`config.mk`:
```
export PLATFORM = sky130hd
export DESIGN_NAME = cost_keyed_entry_set
export DESIGN_NICKNAME = d
export VERILOG_FILES = /design/src/rtl/ckes_pkg.sv /design/src/rtl/ckes_ram.sv /design/src/rtl/ckes_datapath.sv /design/src/rtl/ckes_ctrl.sv /design/src/rtl/cost_keyed_entry_set.sv
export VERILOG_INCLUDE_DIRS = /design/src /design/src/rtl
export SDC_FILE = /design/constraint.sdc
export NUM_CORES = 2
export LEC_CHECK = 0
export ABC_AREA = 0
export BUFFER_PORTS_ARGS = -buffer_cell sky130_fd_sc_hd__buf_2
export CAP_MARGIN = 10
export CORE_ASPECT_RATIO = 1.25
export CORE_MARGIN = 1
export CORE_UTILIZATION = 30
export DETAILED_ROUTE_END_ITERATION = 10
export GPL_ROUTABILITY_DRIVEN = 0
export HOLD_SLACK_MARGIN = 0.1
export REMOVE_ABC_BUFFERS = 1
export SYNTH_ARGS = -nofsm -noshare
export SYNTH_HDL_FRONTEND = slang
export SYNTH_SLANG_ARGS = --single-unit
```
`constraint.sdc`:
```
create_clock -name clk -period 11.7 [get_ports clk]
set_input_delay 1.17 -clock clk [delete_from_list [all_inputs] [get_ports clk]]
set_output_delay 1.17 -clock clk [all_outputs]
set_load 0.02 [all_outputs]
```
`src/rtl/cost_keyed_entry_set_macros.svh`:
```
// assertion helpers for the entry set, empty when synthesizing
`ifndef COST_KEYED_ENTRY_SET_MACROS_SVH
`define COST_KEYED_ENTRY_SET_MACROS_SVH

`ifndef SYNTHESIS

// same-cycle implication, checked on every rising edge out of reset
`define CKES_ASSERT_IMPLY(label, clk, rst, cond, conseq) \
  label: assert property (@(posedge clk) disable iff (rst) (cond) |-> (conseq)) \
    else $error("entry set check failed");

// next-cycle implication
`define CKES_ASSERT_NEXT(label, clk, rst, cond, conseq) \
  label: assert property (@(posedge clk) disable iff (rst) (cond) |=> (conseq)) \
    else $error("entry set check failed");

`else

`define CKES_ASSERT_IMPLY(label, clk, rst, cond, conseq)
`define CKES_ASSERT_NEXT(label, clk, rst, cond, conseq)

`endif

`endif

```
`src/rtl/ckes_pkg.sv`:
```
`timescale 1ns / 1ps

package ckes_pkg;

  // command codes
  localparam logic [1:0] OP_INSERT = 2'd0;
  localparam logic [1:0] OP_FIND   = 2'd1;
  localparam logic [1:0] OP_REMOVE = 2'd2;
  localparam logic [1:0] OP_LOWEST = 2'd3;

  // result status codes
  localparam logic [1:0] ST_OK    = 2'd0;
  localparam logic [1:0] ST_EMPTY = 2'd1;
  localparam logic [1:0] ST_FULL  = 2'd2;
  localparam logic [1:0] ST_DUP   = 2'd3;

  // cost key selectors, any other code picks f
  localparam logic [1:0] KEY_F = 2'd0;
  localparam logic [1:0] KEY_G = 2'd1;
  localparam logic [1:0] KEY_H = 2'd2;

  // controller to datapath
  typedef struct packed {
    logic load;    // latch the accepted item and start a walk
    logic walk;    // step the store walk one entry
    logic seek;    // point the walk just past the removed entry
    logic move;    // walk copies each entry one place down
    logic commit;  // apply the command and load the result register
  } ckes_cmd_t;

  // datapath to controller
  typedef struct packed {
    logic walk_done;   // no read in flight and no entry left to read
    logic need_shift;  // remove found its entry, gap must close
  } ckes_stat_t;

endpackage

```
`src/rtl/ckes_ram.sv`:
```
`timescale 1ns / 1ps

module ckes_ram #(
  parameter int WIDTH = 64,
  parameter int DEPTH = 64
) (
  input  logic                     clk,
  input  logic                     we,
  input  logic [$clog2(DEPTH)-1:0] waddr,
  input  logic [WIDTH-1:0]         wdata,
  input  logic [$clog2(DEPTH)-1:0] raddr,
  output logic [WIDTH-1:0]         rdata
);

  logic [WIDTH-1:0] mem [DEPTH];

  // one write port, one registered read port
  always_ff @(posedge clk) begin
    if (we) begin
      mem[waddr] <= wdata;
    end
    rdata <= mem[raddr];
  end

endmodule

```
`src/rtl/ckes_datapath.sv`:
```
`timescale 1ns / 1ps

module ckes_datapath
  import ckes_pkg::*;
#(
  parameter int ENTRIES   = 64,
  parameter int ID_BITS   = 16,
  parameter int COST_BITS = 16
) (
  input  logic                             clk,
  input  logic                             rst,
  input  ckes_cmd_t                        cmd,
  output ckes_stat_t                       stat,
  input  logic [1:0]                       in_op,
  input  logic [ID_BITS-1:0]               in_id,
  input  logic [COST_BITS-1:0]             in_f,
  input  logic [COST_BITS-1:0]             in_g,
  input  logic [COST_BITS-1:0]             in_h,
  input  logic [1:0]                       in_key,
  output logic                             res_hit,
  output logic [ID_BITS-1:0]               res_id,
  output logic [$clog2(ENTRIES+1)-1:0]     res_count,
  output logic [1:0]                       res_status
);

  localparam int IDX_BITS = $clog2(ENTRIES);
  localparam int CNT_BITS = $clog2(ENTRIES + 1);
  localparam int ENT_W    = ID_BITS + 3 * COST_BITS;

  // latched command
  logic [1:0]           op;
  logic [ID_BITS-1:0]   id_q;
  logic [COST_BITS-1:0] f_q;
  logic [COST_BITS-1:0] g_q;
  logic [COST_BITS-1:0] h_q;
  logic [1:0]           key_q;

  // walk and search state
  logic [CNT_BITS-1:0]  count;
  logic [CNT_BITS-1:0]  count_next;
  logic [CNT_BITS-1:0]  addr;
  logic                 rd_pend;
  logic [IDX_BITS-1:0]  pend_idx;
  logic                 found;
  logic [IDX_BITS-1:0]  found_pos;
  logic                 best_valid;
  logic [COST_BITS-1:0] best_cost;
  logic [ID_BITS-1:0]   best_id;

  // store port signals
  logic                 ram_we;
  logic [IDX_BITS-1:0]  ram_waddr;
  logic [ENT_W-1:0]     ram_wdata;
  logic [ENT_W-1:0]     rdata;

  logic                 issue;
  logic [ID_BITS-1:0]   rd_id;
  logic [COST_BITS-1:0] rd_cost;
  logic                 id_match;
  logic                 take_best;
  logic                 full;
  logic                 ins_ok;
  logic                 hit_next;
  logic [ID_BITS-1:0]   rid_next;
  logic [1:0]           st_next;

  ckes_ram #(
    .WIDTH(ENT_W),
    .DEPTH(ENTRIES)
  ) u_store (
    .clk  (clk),
    .we   (ram_we),
    .waddr(ram_waddr),
    .wdata(ram_wdata),
    .raddr(addr[IDX_BITS-1:0]),
    .rdata(rdata)
  );

  // entry layout: f lowest, then g, h, id on top
  assign rd_id = rdata[ENT_W-1 -: ID_BITS];

  always_comb begin
    unique case (key_q)
      KEY_G:   rd_cost = rdata[2*COST_BITS-1 -: COST_BITS];
      KEY_H:   rd_cost = rdata[3*COST_BITS-1 -: COST_BITS];
      default: rd_cost = rdata[COST_BITS-1:0];
    endcase
  end

  // walk issues one read per cycle while entries remain
  assign issue     = (addr < count);
  assign id_match  = rd_pend && !cmd.move && (rd_id == id_q);
  // later entries are newer, so ties move the pick forward
  assign take_best = rd_pend && !cmd.move && (!best_valid || rd_cost <= best_cost);

  assign stat.walk_done  = !issue && !rd_pend;
  assign stat.need_shift = (op == OP_REMOVE) && found;

  // command outcome
  assign full   = (count == CNT_BITS'(ENTRIES));
  assign ins_ok = (op == OP_INSERT) && !found && !full;

  always_comb begin
    hit_next   = 1'b0;
    rid_next   = '0;
    st_next    = ST_OK;
    count_next = count;
    unique case (op)
      OP_INSERT: begin
        if (found) begin
          st_next = ST_DUP;
        end else if (full) begin
          st_next = ST_FULL;
        end else begin
          count_next = count + CNT_BITS'(1);
        end
      end
      OP_FIND: begin
        hit_next = found;
        rid_next = found ? id_q : '0;
      end
      OP_REMOVE: begin
        hit_next = found;
        rid_next = found ? id_q : '0;
        if (found) begin
          count_next = count - CNT_BITS'(1);
        end
      end
      default: begin
        if (count == '0) begin
          st_next = ST_EMPTY;
        end else begin
          hit_next = 1'b1;
          rid_next = best_id;
        end
      end
    endcase
  end

  // store writes: compaction copy or a new entry at the tail
  always_comb begin
    ram_we    = 1'b0;
    ram_waddr = count[IDX_BITS-1:0];
    ram_wdata = {id_q, h_q, g_q, f_q};
    if (cmd.move && rd_pend) begin
      ram_we    = 1'b1;
      ram_waddr = pend_idx - IDX_BITS'(1);
      ram_wdata = rdata;
    end else if (cmd.commit && ins_ok) begin
      ram_we = 1'b1;
    end
  end

  // control registers
  always_ff @(posedge clk) begin
    if (rst) begin
      count      <= '0;
      addr       <= '0;
      rd_pend    <= 1'b0;
      found      <= 1'b0;
      best_valid <= 1'b0;
    end else begin
      if (cmd.load) begin
        addr       <= '0;
        rd_pend    <= 1'b0;
        found      <= 1'b0;
        best_valid <= 1'b0;
      end else begin
        if (cmd.seek) begin
          addr <= CNT_BITS'(found_pos) + CNT_BITS'(1);
        end else if (cmd.walk && issue) begin
          addr <= addr + CNT_BITS'(1);
        end
        rd_pend <= cmd.walk && !cmd.seek && issue;
        if (cmd.walk && id_match) begin
          found <= 1'b1;
        end
        if (cmd.walk && take_best) begin
          best_valid <= 1'b1;
        end
      end
      if (cmd.commit) begin
        count <= count_next;
      end
    end
  end

  // payload registers
  always_ff @(posedge clk) begin
    if (cmd.load) begin
      op    <= in_op;
      id_q  <= in_id;
      f_q   <= in_f;
      g_q   <= in_g;
      h_q   <= in_h;
      key_q <= in_key;
    end
    pend_idx <= addr[IDX_BITS-1:0];
    if (cmd.walk && id_match && !found) begin
      found_pos <= pend_idx;
    end
    if (cmd.walk && take_best) begin
      best_cost <= rd_cost;
      best_id   <= rd_id;
    end
    if (cmd.commit) begin
      res_hit    <= hit_next;
      res_id     <= rid_next;
      res_count  <= count_next;
      res_status <= st_next;
    end
  end

endmodule

```
`src/rtl/ckes_ctrl.sv`:
```
`timescale 1ns / 1ps

module ckes_ctrl
  import ckes_pkg::*;
(
  input  logic       clk,
  input  logic       rst,
  input  logic       s_tvalid,
  output logic       s_tready,
  output logic       m_tvalid,
  input  logic       m_tready,
  input  ckes_stat_t stat,
  output ckes_cmd_t  cmd
);

  localparam logic [1:0] S_IDLE  = 2'd0;
  localparam logic [1:0] S_SCAN  = 2'd1;
  localparam logic [1:0] S_SHIFT = 2'd2;
  localparam logic [1:0] S_DONE  = 2'd3;

  logic [1:0] state;
  logic [1:0] state_next;
  logic       out_free;

  assign s_tready = (state == S_IDLE);
  assign out_free = !m_tvalid || m_tready;

  // sequencing of one command
  always_comb begin
    cmd        = '0;
    state_next = state;
    unique case (state)
      S_IDLE: begin
        if (s_tvalid) begin
          cmd.load   = 1'b1;
          state_next = S_SCAN;
        end
      end
      S_SCAN: begin
        cmd.walk = 1'b1;
        if (stat.walk_done) begin
          if (stat.need_shift) begin
            cmd.seek   = 1'b1;
            state_next = S_SHIFT;
          end else begin
            state_next = S_DONE;
          end
        end
      end
      S_SHIFT: begin
        cmd.walk = 1'b1;
        cmd.move = 1'b1;
        if (stat.walk_done) begin
          state_next = S_DONE;
        end
      end
      default: begin
        if (out_free) begin
          cmd.commit = 1'b1;
          state_next = S_IDLE;
        end
      end
    endcase
  end

  // state and output valid
  always_ff @(posedge clk) begin
    if (rst) begin
      state    <= S_IDLE;
      m_tvalid <= 1'b0;
    end else begin
      state <= state_next;
      if (cmd.commit) begin
        m_tvalid <= 1'b1;
      end else if (m_tready) begin
        m_tvalid <= 1'b0;
      end
    end
  end

endmodule

```
`src/rtl/cost_keyed_entry_set.sv`:
```
`timescale 1ns / 1ps
// channel  | direction | transfer contents
// s_*      | in        | tuser: command; tdata: tile_id, cost_f, cost_g, cost_h, key_select
// m_*      | out       | tuser: status; tdata: hit, result_id, entry_count
//
// every command walks the held entries through the store's single read port,
// one entry per cycle; a remove that hits then walks the entries after the
// removed one again and copies each one place down to close the gap.
// reset clears the entry count and control; store contents stay undefined.
// a result waits in the output register while the next item is taken in;
// commit stalls only when that register is still full.

`include "cost_keyed_entry_set_macros.svh"

module cost_keyed_entry_set
  import ckes_pkg::*;
#(
  parameter int ENTRIES   = 64,
  parameter int ID_BITS   = 16,
  parameter int COST_BITS = 16
) (
  input  logic                  clk,
  input  logic                  rst,
  input  logic                  s_tvalid,
  output logic                  s_tready,
  // from bit 0: tile_id, cost_f, cost_g, cost_h, key_select, zero fill
  input  logic [((ID_BITS+3*COST_BITS+2+7)/8)*8-1:0] s_tdata,
  // command
  input  logic [1:0]            s_tuser,
  output logic                  m_tvalid,
  input  logic                  m_tready,
  // from bit 0: hit, result_id, entry_count, zero fill
  output logic [((1+ID_BITS+$clog2(ENTRIES+1)+7)/8)*8-1:0] m_tdata,
  // status
  output logic [1:0]            m_tuser
);

  localparam int CNT_BITS = $clog2(ENTRIES + 1);
  localparam int OUT_W    = ((1 + ID_BITS + CNT_BITS + 7) / 8) * 8;
  localparam int F_LO     = ID_BITS;
  localparam int G_LO     = ID_BITS + COST_BITS;
  localparam int H_LO     = ID_BITS + 2 * COST_BITS;
  localparam int K_LO     = ID_BITS + 3 * COST_BITS;

  ckes_cmd_t               cmd;
  ckes_stat_t              stat;
  logic                    res_hit;
  logic [ID_BITS-1:0]      res_id;
  logic [CNT_BITS-1:0]     res_count;

  ckes_ctrl u_ctrl (
    .clk     (clk),
    .rst     (rst),
    .s_tvalid(s_tvalid),
    .s_tready(s_tready),
    .m_tvalid(m_tvalid),
    .m_tready(m_tready),
    .stat    (stat),
    .cmd     (cmd)
  );

  ckes_datapath #(
    .ENTRIES  (ENTRIES),
    .ID_BITS  (ID_BITS),
    .COST_BITS(COST_BITS)
  ) u_datapath (
    .clk       (clk),
    .rst       (rst),
    .cmd       (cmd),
    .stat      (stat),
    .in_op     (s_tuser),
    .in_id     (s_tdata[ID_BITS-1:0]),
    .in_f      (s_tdata[F_LO +: COST_BITS]),
    .in_g      (s_tdata[G_LO +: COST_BITS]),
    .in_h      (s_tdata[H_LO +: COST_BITS]),
    .in_key    (s_tdata[K_LO +: 2]),
    .res_hit   (res_hit),
    .res_id    (res_id),
    .res_count (res_count),
    .res_status(m_tuser)
  );

  // result packing
  assign m_tdata = OUT_W'({res_count, res_id, res_hit});

  // checks
  `CKES_ASSERT_NEXT(a_busy_after_take, clk, rst, s_tvalid && s_tready, !s_tready)
  `CKES_ASSERT_IMPLY(a_commit_slot_free, clk, rst, cmd.commit, !m_tvalid || m_tready)
  `CKES_ASSERT_NEXT(a_commit_shows, clk, rst, cmd.commit, m_tvalid)
  `CKES_ASSERT_IMPLY(a_empty_no_hit, clk, rst, m_tvalid && m_tuser == ST_EMPTY, !res_hit)

endmodule
```
==> results.md <==
* Status: complete, no violations
* Slew at the pin with the worst max-slew slack at 1263 ps
* Clock group share of total power at 38.9%
* Slowest CP cell: nor2_4
* Grt ovf at 0
* Final min period at 5861 ps
* RR Startpoint: u_datapath.count[0]
* Synth Flop Type: edfxtp_1
* RSZ-0062 raised after global routing: false
* Sequential share of power at 54.1%
* ANT nets after route at 0
* Setup slack after layout at 5839 ps
* Die ar. at 0.5470 mm2
* DR iter-0 viols at 10520
* Setup Buffers After CTS at 0
* CTS clk-pin slew, worst paths at 70 ps
* Die W at 661.7 um
* Synth Instances at 7039
* Fin. Hold Viols at 0
* Pre-antenna DRT Iters at 5
* Core area at 0.5415 mm2
* Ratio of cells with drive above 1 in the final layout at 27.24%
* CTS max path bufs at 4
* Via count at 78670
* Post-CTS Hold Buffers at 0
* Hold Crit Class: in2reg
* Synth cell types at 54
* First-pass GRT wire length at 635700 um
* Area delta synth->final at 13.80%
* Total CTS buffers at 396
* Largest net degree at the start of global routing at 128
* Final cell count without fillers at 14820
* I/O pin count at 106
* Slew margin rel. at 15.82%
* Setup TNS Final at 0 ps
* FF+latch count, synth at 4318
* Pint at 25.57 mW
* LEAKAGE at 55.23 nW
* Worst Path Required at 12220 ps
* Post-Place Cell Area at 0.1730 mm2
* Worst Min Path Start: s_tdata[52]
* Combinational Power Share at 7.0%
* Antenna violations before repair at 27
* IO Port Bufs at 99
* Placed cells at 14080
* Total wire length at 461800 um
* Vias per cell at 5.307
* Die height at 826.7 um
* Critical path endpoint category: flip-flop
* CTS tree: yes
* Fin Hold WS at 393.1 ps
* Clock Latency Late Sink at 960 ps
* Fin area at 0.1857 mm2
* Final #Nets at 7457
* Final Setup Violations at 0
* Worst path most repeated cell: buf_4
* Critical Path Max Stage Delay at 980 ps
* Crit. Startpoint: u_datapath.count[0]
* Setup Crit Path Kind: reg2reg
* Vias in the first global route at 79790
* Maximum vdd drop at 0.1165 mV
* Fin util at 34.30%
* Fillers at 49550
* CTS-repair resized insts at 0
* Sequential area share after synthesis at 78.89%
* Sw Share at 22.52%
* Worst slack at placement at 5553 ps
* Worst setup SP type: flip-flop
* Final period util at 50.10%
* Cell chain of the critical path: inv_1 -> ha_1 -> nand4_1 -> nand3_1 -> o31ai_1 -> nand2_1 -> nor2_4 -> buf_4 -> buf_4
* Initial cell density of the core at 30.14%
* H-tree Lvls at 5
* Cell area after synthesis at 0.1632 mm2
* Ys Warns at 0
* Residual DRC at 0
* Root buf cell: clkbuf_16
* Clock sinks at 4318
* Row cnt at 302
* Pwr Density at 177.7 mW/mm2
* Post-synth EDFFs at 4228
* Final Skew at 67.58 ps
* Fmax at 170.6 MHz
* Post-synthesis average cell area at 23.19 um2
* Crit path DAT at 6380 ps
* Max Slew Vio Count at 0
* DR WL/cell at 31.15 um
* GR Util All Layers at 16.41%
* Sw power at 7.432 mW
* Asr flop ratio synth at 0%
* Final Power at 33.00 mW
* HPWL Detailed at 240500 um
* CP max FO at 31
* Maxcap violations at 0
-- critical path, delay by kind of cell, from the launching register on --
family                     cells  cell delay [ps]
and+or+nand+nor                4             2200
buffers and inverters          3             1510
AOI/OAI and AO/OA              1              680
DFF                            1              610
adders and majority gates      1              260
-- registers in the layout (all words and copies together), names as in the netlist --
name / flops
u_datapath.u_store.mem: 4096
u_datapath.u_store.rdata: 64
u_datapath.best_cost: 16
u_datapath.best_id: 16
u_datapath.f_q: 16
u_datapath.g_q: 16
u_datapath.h_q: 16
u_datapath.id_q: 16
u_datapath.res_id: 16
u_datapath.addr: 7
u_datapath.count: 7
u_datapath.res_count: 7
u_datapath.found_pos: 6
u_datapath.pend_idx: 6
u_ctrl.state: 2
u_datapath.key_q: 2
u_datapath.op: 2
u_datapath.res_status: 2
u_ctrl.m_tvalid: 1
u_datapath.best_valid: 1
u_datapath.found: 1
u_datapath.rd_pend: 1
u_datapath.res_hit: 1
-- synthesized netlist by cell type, types with 11 or more instances --
library cell | number | area share (%)
a22oi_1 | 272 | 1.3
buf_6 | 40 | 0.28
mux2_2 | 64 | 0.44
nor2_1 | 162 | 0.37
buf_2 | 76 | 0.23
a211oi_1 | 11 | 0.051
dfxtp_1 | 90 | 1.1
mux4_2 | 1024 | 14
inv_1 | 39 | 0.090
a221oi_2 | 48 | 0.44
nand3_1 | 17 | 0.052
a221oi_1 | 81 | 0.43
nand2_1 | 62 | 0.14
a21oi_1 | 139 | 0.43
ha_1 | 37 | 0.28
a22o_1 | 144 | 0.77
edfxtp_1 | 4228 | 78
buf_1 | 36 | 0.083
o21ai_0 | 30 | 0.092
clkbuf_1 | 237 | 0.55
xor2_1 | 23 | 0.12
o221ai_1 | 65 | 0.35
-- cells by family after synthesis --
kind of cell	synth area share, %
adders and majority gates	0.2836
xor gates and xnor gates	0.1664
muxes	14.59
DFF	78.89
and+or+nand+nor	0.7796
buffers and inverters	1.268
AOI/OAI and AO/OA	4.019
-- cells in the final DEF (no fill, tap or decap), types with 9 or more instances in the layout --
| master | synthesis | routed |
|---|---|---|
| xor2_1 | 23 | 23 |
| clkinv_1 | 0 | 86 |
| clkbuf_8 | 0 | 9 |
| nand2_1 | 62 | 60 |
| o21ai_0 | 30 | 30 |
| inv_6 | 0 | 11 |
| nor2_1 | 162 | 97 |
| a22oi_1 | 272 | 272 |
| nor2_4 | 0 | 65 |
| clkinvlp_4 | 0 | 10 |
| a221oi_2 | 48 | 48 |
| clkbuf_1 | 237 | 84 |
| a211oi_1 | 11 | 10 |
| mux4_2 | 1024 | 1024 |
| clkbuf_16 | 0 | 400 |
| bufinv_16 | 0 | 32 |
| dfxtp_1 | 90 | 88 |
| a22o_1 | 144 | 144 |
| a221oi_1 | 81 | 81 |
| o21a_1 | 9 | 9 |
| inv_1 | 39 | 38 |
| a21oi_1 | 139 | 139 |
| buf_4 | 9 | 180 |
| nand3_1 | 17 | 17 |
| nand4_1 | 9 | 9 |
| ha_1 | 37 | 35 |
| edfxtp_1 | 4228 | 4228 |
| mux2_2 | 64 | 64 |
| clkinv_2 | 0 | 78 |
| buf_2 | 76 | 100 |
| buf_12 | 0 | 22 |
| o221ai_1 | 65 | 65 |
-- layout make-up --
cell class | count | area (um2) | share of cell area (%)
Sequential cell | 4318 | 128800 | 69.33
Clock inverter | 236 | 2151 | 1.158
Antenna cell | 7 | 17.52 | 0.009431
Multi-Input combinational cell | 2284 | 32950 | 17.74
Clock buffer | 493 | 10450 | 5.626
Timing Repair Buffer | 303 | 2320 | 1.249
Tap cell | 7144 | 8939 | 4.812
Inverter | 39 | 146.4 | 0.07881
-- power by group through the flow --
stage | Sequential [mW] | Clock (mW) | Combinational (mW)
floorplan | 18.3 | 0 | 3.28
global route | 17.8 | 13.5 | 2.50
global placement | 18.2 | 0 | 2.23
CTS | 17.9 | 13.0 | 2.33
detailed placement | 18.2 | 0 | 2.33
finish | 17.8 | 12.8 | 2.32
-- routing by layer --
layer,vias up,track usage (%),wire length (um)
met5,-,0,73
met4,10,5.796,17810
met3,759,2.650,35720
met2,3859,28.25,232700
met1,43080,20.92,175500
li1,30970,-,-
-- final timing paths --
check | end | slack, ps | depth (start not counted)
min | u_datapath.h_q[4] | 390 | 1
max | u_datapath.u_store.mem[26][2] | 5840 | 9
min reg2reg | u_datapath.best_id[5] | 460 | 0
max reg2reg | u_datapath.u_store.mem[26][2] | 5840 | 9
Note: power is estimated with default switching activity, not from simulation.
